### src/sv/hpt_pkg.sv
// Shared types and constants of the homogeneous point transform.
// No dependencies; every other file of the block imports this package.
package hpt_pkg;

    localparam int COORD_W   = 32;
    localparam int COEF_W    = 16;
    localparam int ROW_W     = 64;
    localparam int NUM_ROWS  = 4;
    localparam int NUM_COLS  = 4;
    localparam int NUM_LANES = 3;
    localparam int PROD_W    = COEF_W + COORD_W + 1;
    localparam int SUM_W     = 52;
    localparam int MAG_W     = SUM_W - 1;
    localparam int QUO_W     = 33;
    localparam int DIV_STEPS = QUO_W;
    localparam int PADDR_W   = 5;

    localparam logic signed [SUM_W-1:0] Q28_ONE = SUM_W'(64'sd268435456);
    localparam logic [QUO_W-1:0] POS_LIMIT = 33'h0_7FFF_FFFF;
    localparam logic [QUO_W-1:0] NEG_LIMIT = 33'h0_8000_0000;
    localparam logic [COORD_W-1:0] OUT_MAX = 32'h7FFF_FFFF;
    localparam logic [COORD_W-1:0] OUT_MIN = 32'h8000_0000;

    typedef enum logic [1:0]
    {
        REG_ROW_X = 2'd0,
        REG_ROW_Y = 2'd1,
        REG_ROW_Z = 2'd2,
        REG_ROW_W = 2'd3
    } reg_idx_t;

    localparam logic [ROW_W-1:0] ROW_X_RESET = 64'h0000_0000_0000_1000;
    localparam logic [ROW_W-1:0] ROW_Y_RESET = 64'h0000_0000_1000_0000;
    localparam logic [ROW_W-1:0] ROW_Z_RESET = 64'h0000_1000_0000_0000;
    localparam logic [ROW_W-1:0] ROW_W_RESET = 64'h1000_0000_0000_0000;

    typedef logic [NUM_ROWS-1:0][ROW_W-1:0]   rows_t;
    typedef logic [NUM_ROWS-1:0][SUM_W-1:0]   sums_t;
    typedef logic [NUM_LANES-1:0][QUO_W-1:0]  quos_t;
    typedef logic [NUM_LANES-1:0][COORD_W-1:0] coords_t;

    // Per-point information that rides along the divider.
    typedef struct packed
    {
        logic [NUM_LANES-1:0] neg;
        logic [NUM_LANES-1:0] ovf;
        logic                 one;
        logic                 zero;
        coords_t              one_res;
        logic                 one_sat;
    } side_t;

endpackage

### src/sv/hpt_regs.sv
// Configuration register file: four 64-bit matrix rows behind an APB-style port.
// Depends on hpt_pkg.
module hpt_regs
(
    input  logic                          clk,
    input  logic                          rst_n,
    input  logic                          psel,
    input  logic                          penable,
    input  logic                          pwrite,
    input  logic [hpt_pkg::PADDR_W-1:0]   paddr,
    input  logic [hpt_pkg::ROW_W-1:0]     pwdata,
    output logic [hpt_pkg::ROW_W-1:0]     prdata,
    output logic                          pready,
    output hpt_pkg::rows_t                rows
);
    import hpt_pkg::*;

    rows_t    rows_reg;
    reg_idx_t idx;

    assign idx    = reg_idx_t'(paddr[PADDR_W-1:3]);
    assign pready = 1'b1;
    assign prdata = rows_reg[idx];
    assign rows   = rows_reg;

    always_ff @(posedge clk or negedge rst_n)
    begin
        if (!rst_n)
        begin
            rows_reg[REG_ROW_X] <= ROW_X_RESET;
            rows_reg[REG_ROW_Y] <= ROW_Y_RESET;
            rows_reg[REG_ROW_Z] <= ROW_Z_RESET;
            rows_reg[REG_ROW_W] <= ROW_W_RESET;
        end
        else if (psel && penable && pwrite && pready)
        begin
            rows_reg[idx] <= pwdata;
        end
    end

endmodule

### config.mk
export PLATFORM = sky130hd
export DESIGN_NAME = hpt_regs
export DESIGN_NICKNAME = d
export VERILOG_FILES = /design/src/sv/hpt_pkg.sv /design/src/sv/hpt_regs.sv
export SDC_FILE = /design/constraint.sdc
export NUM_CORES = 1
export LEC_CHECK = 0
export BUFFER_PORTS_ARGS = -buffer_cell sky130_fd_sc_hd__buf_2
export CAP_MARGIN = 20
export CORE_ASPECT_RATIO = 0.8
export CORE_MARGIN = 2
export CORE_UTILIZATION = 45
export CTS_CLUSTER_SIZE = 24
export DETAILED_ROUTE_END_ITERATION = 16
export GPL_ROUTABILITY_DRIVEN = 0
export PLACE_DENSITY_LB_ADDON = 0.1
export SLEW_MARGIN = 20
export SYNTH_ARGS = -nofsm -noshare
export SYNTH_HDL_FRONTEND = slang
export SYNTH_SLANG_ARGS = --single-unit
export TNS_END_PERCENT = 1
### constraint.sdc
create_clock -name clk -period 1.95 [get_ports clk]
set_clock_uncertainty 0.2 [all_clocks]
set_input_delay 0.2925 -clock clk [delete_from_list [all_inputs] [get_ports clk]]
set_output_delay 0.2925 -clock clk [all_outputs]
set_load 0.05 [all_outputs]
# == Yosys cells after proc, flatten, opt, wreduce, memory -nomap -nowiden ==
# Cells that the tools add are included.
# totals
wordCells,14
input_bits,74
register_bits,256
output_inout_bits,321
# op_classes
n_reduce_logical,3
mux,5
order_cmp,2
# op_table
op,count
bitwise mux 256 bit,1
binary-select mux 64 bit (select 2 bit),1
demux 64 bit (select 2 bit),1
2-to-1 mux 64 bit,2
logical AND 1 bit,3
"< comparator 2 x 3 -> 1 bit, second input constant",1
">= comparator 2 x 1 -> 1 bit, second input constant",1

# == Depth between registers and ports, before layout ==
# depth
word_depth,5
mapped_depth,5

# == Least setup slack after synthesis ==
# Ideal clock, no wire load.
# synth_path
path_kind,input -> output
from,input port paddr[3] (netlist name)
to,output port prdata[10] (netlist name)
cell_stages,4
required_time_ps,1457
n_path_buf,3
arrival_ps,1518
path_slack_ps,-60
path_cell_list,buf_2 > buf_4 > buf_4 > mux4_2
# synth_via
elab_chain_len,2
# synth_lines
item,line,rtl
start: declaration,hpt_regs.sv:10,"input logic [hpt_pkg::PADDR_W-1:0] paddr,"
binary-select mux 64 bit (select 2 bit),hpt_regs.sv:23,assign prdata = rows_reg[idx];
2-to-1 mux 64 bit (not written as such),hpt_regs.sv:23,
end: declaration,hpt_regs.sv:12,"output logic [hpt_pkg::ROW_W-1:0] prdata,"
# Every way passes these cells. The select of a mux whose other input is x is not followed.

# == Worst setup path in the final report ==
# layout_path
from,"register rows_reg, in the netlist rows[160]"
to,output port prdata[32] (netlist name)
# layout_via
elab_chain_len,2
# layout_lines
item,line,rtl
start: declaration,hpt_regs.sv:18,rows_t rows_reg;
start signal: indexed assignment,hpt_regs.sv:37,rows_reg[idx] <= pwdata;
binary-select mux 64 bit (select 2 bit),hpt_regs.sv:23,
2-to-1 mux 64 bit (not written as such),hpt_regs.sv:23,
# Every way passes these cells. The select of a mux whose other input is x is not followed.

==> out/summary.txt <==
Syn Inst Count - 626
Synth Area in Simple Gates - 0.004744
Storage element area - 6411 um^2
Maximum VDD drop - 0.9984 mV
Critical Path Start Type - register
Cell Pwr Density - 1481 nW/um^2
DRC errors left - 0
Placed wire-length estimate - 20.53 mm
PortBufs - 390
Tcrit/Tclk final - 1.091
Critical Path Start - rows[160]
Global-route wire length before repair - 45.57 mm
Worst reg2reg setup slack - 800 ps
Initial antenna violation count - 0
Min Hold Slack - 57.25 ps
CTS H-tree depth - 1
Die height - 144.3 um
CP endpoint kind - output pin
Tot Pwr - 23.51 mW
Worst-path clk slew - 60 ps
Commonest non-fill, non-tap cell in the layout - buf_2
Post-Syn Area - 11080 um^2
#FFs+latches synth - 256
Drt first pass iters - 4
Core area - 24250 um^2
Status - finished with violations
GRT overflow - 0
Register-to-Register Path Depth - 2
Post-Place Cells - 1333
# setup viols final - 64
Routed Wire Length - 29.39 mm
Layout cells sized above 1 - 0.6953
Max-slew violation count - 0
Nets@finish - 1193
Initial DRC count - 279
Post-Synth Adder-Cell Area - 0
Min Tclk post-route - 2127 ps
CP Data Required Time - 1460 ps
Failing checks - negative setup slack
Post-Syn Nets - 700
DR vias - 7585
CP max-delay cell - mux4_2
CTS sink count - 256
Final Hold Viols - 0
CP Max Fanout - 3
Fillers - 1855
Number of inserted diodes - 0
Max reg flops - 256
Seq/Total Area, Yosys - 0.5787
Root Buffer - clkbuf_16
Yosys Warn Count - 0
Final worst slack - -176.9 ps
Largest net degree at the start of global routing - 44
Via density - 5.206
CTS buffer count - 27
Post-route insts no fill - 1457
GRT Total Usage - 0.2234
Crit path arrival time - 1630 ps
Hold crit path type - input pin to asynchronous set/reset pin
RSZ-0062 raised after global routing - yes
Cell area after layout - 15880 um^2
Area grow syn2layout - 43.34%
Area occupied by multi-input gates - 4393 um^2
Detail Route Antenna Nets - 0
Capturing point of the worst reg2reg path - rows[66]
Multiplexer share of the synthesized area - 0.3903
Compound-gate portion of the synthesized area - 0
Xor-xnor portion of the synthesized cell area - 0
Slowest stage delay, CP - 520 ps
Die width - 179.4 um
Rows - 51
Clock buffer depth - 3
Setup CP Type - register to output pin
CTS tree - yes
Reg2reg start - rows[66]
Post-synth cell types - 16
Largest family of logic cells by synthesized area - multiplexers
Worst-Skew Late Latency - 520 ps
Static Leak - 7.587 nW
Placed Area - 13820 um^2
Total of max-cap violations - 0
WL/cell - 20.17 um
Die area - 25900 um^2
Avg Cell Area, Syn - 17.70 um^2
Crit path cell chain - mux4_2 > buf_8
I/O pins - 395
Vias in the first global route - 7735
Initial Util - 0.4569
Max Freq - 0.4702 GHz
Most frequent cells in the layout - buf_2 (323), dfrtp_1 (252), mux2_2 (234)
[worst max-delay path by stage]
stage	end	slack [ps]	cells past startpoint
global route	prdata[32]	-200	2
detailed placement	rows[145]	-30	5
global placement	rows[186]	-50	5
CTS	prdata[2]	-180	2
finish	prdata[32]	-180	2
floorplan	prdata[10]	-1	4
[cell usage after synthesis, drive strengths merged]
cell type  count  area share
dfrtp        252        0.57
mux4          64        0.13
nor3b          1     0.00068
nor3           1      0.0015
mux2         256        0.26
dfstp          4      0.0095
conb           1     0.00034
buf           42       0.026
clkbuf         1     0.00034
nand3b         1     0.00068
nand3          2      0.0014
and3           1     0.00057
[metrics by stage]
stage	utilization	worst slack, ps	TNS [ps]
floorplan	-	-1.032	-61.92
global placement	0.5700	-52.27	-1174
detailed placement	0.5700	-34.21	-710.2
CTS	0.6535	-175.2	-9482
global route	0.6549	-197.3	-11120
finish	0.6549	-176.9	-8026
[timing repair]
item | CTS | global route
hold buffers | 65 | 0
hold endpoints to repair | 511 | 0
setup endpoints to repair | 64 | 64
gates resized for setup | 128 | 1
buffers inserted | 6 | 4
[kinds of logic (layout without fill, tap and decap cells)]
| kind of cell | Yosys count | in the layout |
|---|---|---|
| other cells | 1 | 1 |
| mux | 320 | 320 |
| simple gates | 6 | 6 |
| flops | 256 | 256 |
| buf+inv | 43 | 556 |
[where the power goes]
group          leakage, nW  switching (mW)  internal, mW
registers             3.13           0.991          6.58
clock network        0.464            2.12          3.21
logic                 3.99            7.38          3.24
total                 7.59            10.5          13.0
[layout make-up]
type | instances | share of cell area
sequential | 256 | 0.4038
clock inverter | 11 | 0.008825
timing repair buffer | 507 | 0.2362
clock buffer | 38 | 0.04956
multi-input combinational | 327 | 0.2767
tap | 318 | 0.02506
[metal layers]
layer | global-route usage | wire length [um] | vias up
met5 | 0 | 0 | -
met3 | 0.05389 | 1842 | 38
met1 | 0.2915 | 12090 | 3966
met4 | 0.04707 | 503 | 0
met2 | 0.3848 | 14950 | 239
li1 | - | - | 3342
[worst max-delay path: cells and delay by family (launching register included)]
kind	cells	cell delay, ps
multiplexers	1	520
flip-flops	1	400
buffers and inverters	1	180
Power figures use the tool's default switching activity.
