$ cat src/sv/hpt_pkg.sv
// Shared types and constants of the homogeneous point transform.
// No dependencies; every other file of the block imports this package.
package hpt_pkg;

    localparam int COORD_W   = 32;
    localparam int COEF_W    = 16;
    localparam int ROW_W     = 64;
    localparam int NUM_ROWS  = 4;
    localparam int NUM_COLS  = 4;
    localparam int NUM_LANES = 3;
    localparam int PROD_W    = COEF_W + COORD_W + 1;
    localparam int SUM_W     = 52;
    localparam int MAG_W     = SUM_W - 1;
    localparam int QUO_W     = 33;
    localparam int DIV_STEPS = QUO_W;
    localparam int PADDR_W   = 5;

    localparam logic signed [SUM_W-1:0] Q28_ONE = SUM_W'(64'sd268435456);
    localparam logic [QUO_W-1:0] POS_LIMIT = 33'h0_7FFF_FFFF;
    localparam logic [QUO_W-1:0] NEG_LIMIT = 33'h0_8000_0000;
    localparam logic [COORD_W-1:0] OUT_MAX = 32'h7FFF_FFFF;
    localparam logic [COORD_W-1:0] OUT_MIN = 32'h8000_0000;

    typedef enum logic [1:0]
    {
        REG_ROW_X = 2'd0,
        REG_ROW_Y = 2'd1,
        REG_ROW_Z = 2'd2,
        REG_ROW_W = 2'd3
    } reg_idx_t;

    localparam logic [ROW_W-1:0] ROW_X_RESET = 64'h0000_0000_0000_1000;
    localparam logic [ROW_W-1:0] ROW_Y_RESET = 64'h0000_0000_1000_0000;
    localparam logic [ROW_W-1:0] ROW_Z_RESET = 64'h0000_1000_0000_0000;
    localparam logic [ROW_W-1:0] ROW_W_RESET = 64'h1000_0000_0000_0000;

    typedef logic [NUM_ROWS-1:0][ROW_W-1:0]   rows_t;
    typedef logic [NUM_ROWS-1:0][SUM_W-1:0]   sums_t;
    typedef logic [NUM_LANES-1:0][QUO_W-1:0]  quos_t;
    typedef logic [NUM_LANES-1:0][COORD_W-1:0] coords_t;

    // Per-point information that rides along the divider.
    typedef struct packed
    {
        logic [NUM_LANES-1:0] neg;
        logic [NUM_LANES-1:0] ovf;
        logic                 one;
        logic                 zero;
        coords_t              one_res;
        logic                 one_sat;
    } side_t;

endpackage

$ cat src/sv/hpt_post.sv
// Final stage: quotient rounding, sign, saturation and result selection.
// Depends on hpt_pkg.
module hpt_post
(
    input  logic                 clk,
    input  logic                 rst_n,
    input  logic                 en,
    input  logic                 in_valid,
    input  hpt_pkg::quos_t       quos,
    input  hpt_pkg::side_t       side,
    output logic                 out_valid,
    output hpt_pkg::coords_t     coords,
    output logic                 w_zero,
    output logic                 saturated
);
    import hpt_pkg::*;

    coords_t coords_reg;
    coords_t coords_next;
    logic    w_zero_reg;
    logic    w_zero_next;
    logic    sat_reg;
    logic    sat_next;
    logic    v_reg;

    always_comb
    begin
        logic [QUO_W:0]   qsum;
        logic [QUO_W-1:0] qr;
        coords_t          div_res;
        logic             div_sat;

        div_sat = 1'b0;
        for (int l = 0; l < NUM_LANES; l++)
        begin
            // One extra bit so that an all-ones quotient rounds up instead of wrapping.
            qsum = {1'b0, quos[l]} + (QUO_W+1)'(1);
            qr   = qsum[QUO_W:1];
            if (side.ovf[l])
            begin
                div_res[l] = side.neg[l] ? OUT_MIN : OUT_MAX;
                div_sat    = 1'b1;
            end
            else if (!side.neg[l])
            begin
                if (qr > POS_LIMIT)
                begin
                    div_res[l] = OUT_MAX;
                    div_sat    = 1'b1;
                end
                else
                begin
                    div_res[l] = qr[COORD_W-1:0];
                end
            end
            else
            begin
                if (qr > NEG_LIMIT)
                begin
                    div_res[l] = OUT_MIN;
                    div_sat    = 1'b1;
                end
                else
                begin
                    div_res[l] = -qr[COORD_W-1:0];
                end
            end
        end

        if (side.one)
        begin
            coords_next = side.one_res;
            sat_next    = side.one_sat;
            w_zero_next = 1'b0;
        end
        else if (side.zero)
        begin
            coords_next = '0;
            sat_next    = 1'b0;
            w_zero_next = 1'b1;
        end
        else
        begin
            coords_next = div_res;
            sat_next    = div_sat;
            w_zero_next = 1'b0;
        end
    end

    always_ff @(posedge clk)
    begin
        if (en)
        begin
            coords_reg <= coords_next;
            w_zero_reg <= w_zero_next;
            sat_reg    <= sat_next;
        end
    end

    always_ff @(posedge clk or negedge rst_n)
    begin
        if (!rst_n)
        begin
            v_reg <= 1'b0;
        end
        else if (en)
        begin
            v_reg <= in_valid;
        end
    end

    assign out_valid = v_reg;
    assign coords    = coords_reg;
    assign w_zero    = w_zero_reg;
    assign saturated = sat_reg;

endmodule

$ cat config.mk
export PLATFORM = sky130hd
export DESIGN_NAME = hpt_post
export DESIGN_NICKNAME = d
export VERILOG_FILES = /design/src/sv/hpt_pkg.sv /design/src/sv/hpt_post.sv
export SDC_FILE = /design/constraint.sdc
export NUM_CORES = 1
export LEC_CHECK = 0
export ABC_AREA = 1
export CAP_MARGIN = 20
export CORE_ASPECT_RATIO = 1.75
export CORE_MARGIN = 4
export CORE_UTILIZATION = 60
export CTS_CLUSTER_DIAMETER = 100
export DETAILED_ROUTE_END_ITERATION = 8
export DONT_BUFFER_PORTS = 1
export PLACE_DENSITY = 0.75
export RECOVER_POWER = 25
export SLEW_MARGIN = 15
export SYNTH_ARGS = -nofsm -noshare
export SYNTH_HDL_FRONTEND = slang
export SYNTH_SLANG_ARGS = --single-unit
$ cat constraint.sdc
create_clock -name clk -period 1.2 [get_ports clk]
set_clock_uncertainty 0.2 [all_clocks]
set_input_delay 0.24 -clock clk [delete_from_list [all_inputs] [get_ports clk]]
set_output_delay 0.24 -clock clk [all_outputs]
set_load 0.02 [all_outputs]
==> reports/metrics.csv, run 1 <==
metric;value;unit
PortBufs;0;
root buffer cell;clkbuf_16;
syn_nets;2571;
clock sinks;99;
total track usage;82.2;%
status;did not finish;
Die Y;204;um
CTS Buffer Depth;2;
largest net degree at the start of global routing;100;
fraction of registers with async set or reset after synthesis;1.01;%
Error;[ERROR GRT-0116] Global routing finished with congestion. Check the congestion regions in the DRC Viewer.;
#FFs+latches synth;99;
num rows;71;
initial core utilization;61.0;%
YS warnings;0;
Die W;120;um
Post-synth top cells;nand2_1, nor2_1, nand3_1;
Synth area leader;nand2_1;
detailed placement HPWL;44.7;mm
vias in the first global route;25354;
gpl congestion;1.19;
sequential share of the synthesized area;22.6;%
Main synth FF type;edfxtp_1;
Mapped Area;13100;um2
I/O Pins;307;
Avg Cell Area, Syn;5.57;um2
Synth Instances;2354;
first-pass GRT wire length;159;mm
Failed at;5_1_grt;
Congestion Overflow GR;228;
post-synth top area share;30.5;%
number of synthesized flops with an enable pin;98;
synth top area cells;nand2_1, edfxtp_1, nand3_1, nor2_1, inv_1;
CTS H-tree depth;3;
Netlist cell types;45;
cts bufs inserted;9;
most frequent cell after synthesis;nand2_1;
==> cell families after synthesis <==
group / after synthesis / synth area share (%)
AOI/OAI and AO/OA: 91 / 3.79
adders and majority gates: 9 / 0.859
and+or+nand+nor: 1825 / 60.9
xor gates and xnor gates: 35 / 2.54
DFF: 99 / 22.6
buffers and inverters: 294 / 9.16
muxes: 1 / 0.0859
==> repair_timing <==
item / CTS
setup endpoints to repair: 196
gates cloned: 10
hold buffers: 101
pin swaps: 171
endpoints found under the hold margin: 198
gates resized for setup: 343
buffers inserted: 59
==> metal layers <==
metal  GRT overflow  track usage [%]
met1              4             79.0
met2            127             98.0
met3              4             68.7
met4             93             88.2
met5              0             27.1
==> metrics by stage <==
step	TNS, ns	setup slack, ns	std cells	cell area, um2
2_1_floorplan	-116.97	-1.32	2354	13600
3_3_place_gp	-155.10	-1.78	2996	16900
3_5_place_dp	-159.09	-1.80	2996	16900
4_1_cts	-116.46	-1.18	3180	20200
==> inputs of run 2 (changes only) <==
- CORE_ASPECT_RATIO: 1.75 -> unset
- CORE_UTILIZATION: 60 -> 40
- CTS_CLUSTER_DIAMETER: 100 -> unset
- PLACE_DENSITY: 0.75 -> unset
- PLACE_DENSITY_LB_ADDON: unset -> 0.15
==> reports/metrics.csv, run 2 <==
metric;value;unit
period utilization;201;%
fraction of layout cells with a size suffix above 1;44.1;%
num rows;66;
setup TNS;-118.24;ns
post-synth top area share;30.5;%
clk slew on worst S/H paths;0.08;ns
Via Count;17616;
synth top area cells;nand2_1, edfxtp_1, nand3_1, nor2_1, inv_1;
Fin Hold WS;-0.206;ns
status;finished, violations left;
crit-path max FO;8;
sequential share of the synthesized area;22.6;%
1st-pass router iterations;5;
Netlist cell types;45;
post-route ant nets;0;
#FFs+latches synth;99;
final core utilization;67.9;%
I/O Pins;307;
detailed placement HPWL;46.2;mm
Synth Instances;2354;
Avg Cell Area, Syn;5.57;um2
fraction of registers with async set or reset after synthesis;1.01;%
Final Max Tran Viols;0;
initial antenna violation count;0;
crit path cell chain;ha_4 > nand2_4 > nor2_4 > nand3_2 > nand2_1 > nand2_2 > inv_2 > nand2_1 > nor2_2 > nand3_4 > nor2_4 > nand3_4 > nand3_4 > buf_12 > nand2_2 > nand2_1 > nand2_1 > nand2_1 > nand2_1;
Avg WL per Cell;18.0;um
syn_nets;2571;
final wirelength;60.8;mm
cts bufs inserted;9;
Fill cells;2939;
unrepaired setup endpoints after global routing;true;
final setup fails;196;
CTS Buffer Depth;2;
CP max stage cell;nor2_4;
largest net degree at the start of global routing;100;
clock tree from TritonCTS;yes;
Hold Buf Count CTS;102;
PortBufs;0;
final hold vios;192;
root buffer cell;clkbuf_16;
most frequent cells in the layout;nand2_1, buf_4, nand2_2;
max_slew headroom;72.2;%
critical path class;primary input to flip-flop;
Worst EP arrival;2.34;ns
CP endpoint kind;flip-flop;
CP most frequent cell;nand2_1;
pre-CTS setup slack;-1.80;ns
DRT iter0 DRCs;1066;
Via density;5.22;
max FFs per register;96;
Worst Path Required;1.13;ns
Final min period;2.41;ns
hold path cells;0;
P_leak;10.1;nW
# diodes;0;
PwrDens;583;nW/um2
Post-synth top cells;nand2_1, nor2_1, nand3_1;
cell count of the worst reg-to-reg path;1;
first-pass GRT wire length;92.2;mm
Worst-Margin Slew;0.417;ns
initial core utilization;40.4;%
Die W;189;um
Max Cap Viol;0;
startpoint types;primary input;
worst stage delay on the critical path;0.19;ns
Main synth FF type;edfxtp_1;
Layout area overhead;68.2;%
Fmax achieved;415;MHz
CTS H-tree depth;3;
clock sinks;99;
vias in the first global route;17232;
YS warnings;0;
Hold Crit Class;primary input to flip-flop;
Peak VDD IR;0.829;mV
Mapped Area;13100;um2
Worst Slack Setup Final;-1.21;ns
Final nets;3142;
Core ar.;32500;um2
total power draw;12.9;mW
commonest non-fill, non-tap cell in the layout;nand2_1;
# DRC;0;
failing checks;hold timing, setup timing;
Die Area;35700;um2
Congestion Overflow GR;0;
gpl congestion;0.979;
Clk Latency, worst-skew pair;0.37;ns
most frequent cell after synthesis;nand2_1;
Die Y;189;um
number of synthesized flops with an enable pin;98;
Synth area leader;nand2_1;
total track usage;32.3;%
## run 2: timing repair
action,in CTS,in global routing
gates cloned,4,2
endpoints found under the hold margin,198,190
gates resized for setup,414,342
pin swaps,219,226
buffers inserted,69,22
endpoints found under the setup margin,196,196
## run 2: logic make-up after synthesis
| family | synth area share [%] |
|---|---|
| AOI/OAI and AO/OA | 3.79 |
| xor gates and xnor gates | 2.54 |
| adders and majority gates | 0.859 |
| buffers and inverters | 9.16 |
| DFF | 22.6 |
| muxes | 0.0859 |
| and+or+nand+nor | 60.9 |
## run 2: path summary, 6_finish.rpt
check                                      startpoint               endpoint  slack, ns
worst min-delay path                               en   coords[11]$_DFFE_PP_      -0.21
worst max register to register  out_valid$_DFFE_PN0P_  out_valid$_DFFE_PN0P_       0.24
min in group asynchronous                       rst_n  out_valid$_DFFE_PN0P_       0.43
max in group asynchronous                       rst_n  out_valid$_DFFE_PN0P_       0.27
worst min register to register  out_valid$_DFFE_PN0P_  out_valid$_DFFE_PN0P_       0.35
worst max-delay path                         quos[66]   coords[86]$_DFFE_PP_      -1.21
## run 2: power breakdown
part / internal, mW / leakage (nW) / total [mW] / switching (mW)
Clock: 1.48 / 0.144 / 3.06 / 1.58
Combinational: 2.26 / 8.96 / 4.98 / 2.72
Sequential: 4.22 / 0.962 / 4.82 / 0.601
Total: 7.96 / 10.1 / 12.9 / 4.90
## run 2: worst max-delay path, delay by kind of cell
kind	cells	cell delay [ns]
and+or+nand+nor	16	1.65
adders and majority gates	1	0.17
buffers and inverters	2	0.27
## run 2: routing by layer
layer	up-vias	global-route usage [%]	part of all wire [%]
met3	148	6.31	7.0
li1	8590	-	-
met2	666	55.5	49
met5	-	0	0
met1	8212	39.4	39
met4	0	14.2	4.7
## run 2: area by class of cell
class | count | area [um2] | share of cell area, %
sequential | 99 | 2970 | 13.5
clock inverter | 7 | 77.6 | 0.352
multi-input combinational | 1964 | 11900 | 54.1
inverter | 235 | 926 | 4.20
tap | 442 | 553 | 2.51
timing repair buffer | 616 | 5360 | 24.3
clock buffer | 9 | 225 | 1.02
## run 2: per-stage QoR
stage / cells / area [um2] / hold WS (ns)
after floorplan: 2354 / 13600 / -0.256
after global placement: 3161 / 17200 / -0.256
after detailed placement: 3161 / 17200 / -0.256
after CTS: 3350 / 20600 / -0.219
after global routing: 3372 / 22000 / -0.224
final: 3372 / 22000 / -0.206
Note: power is estimated with default switching activity, not from simulation.
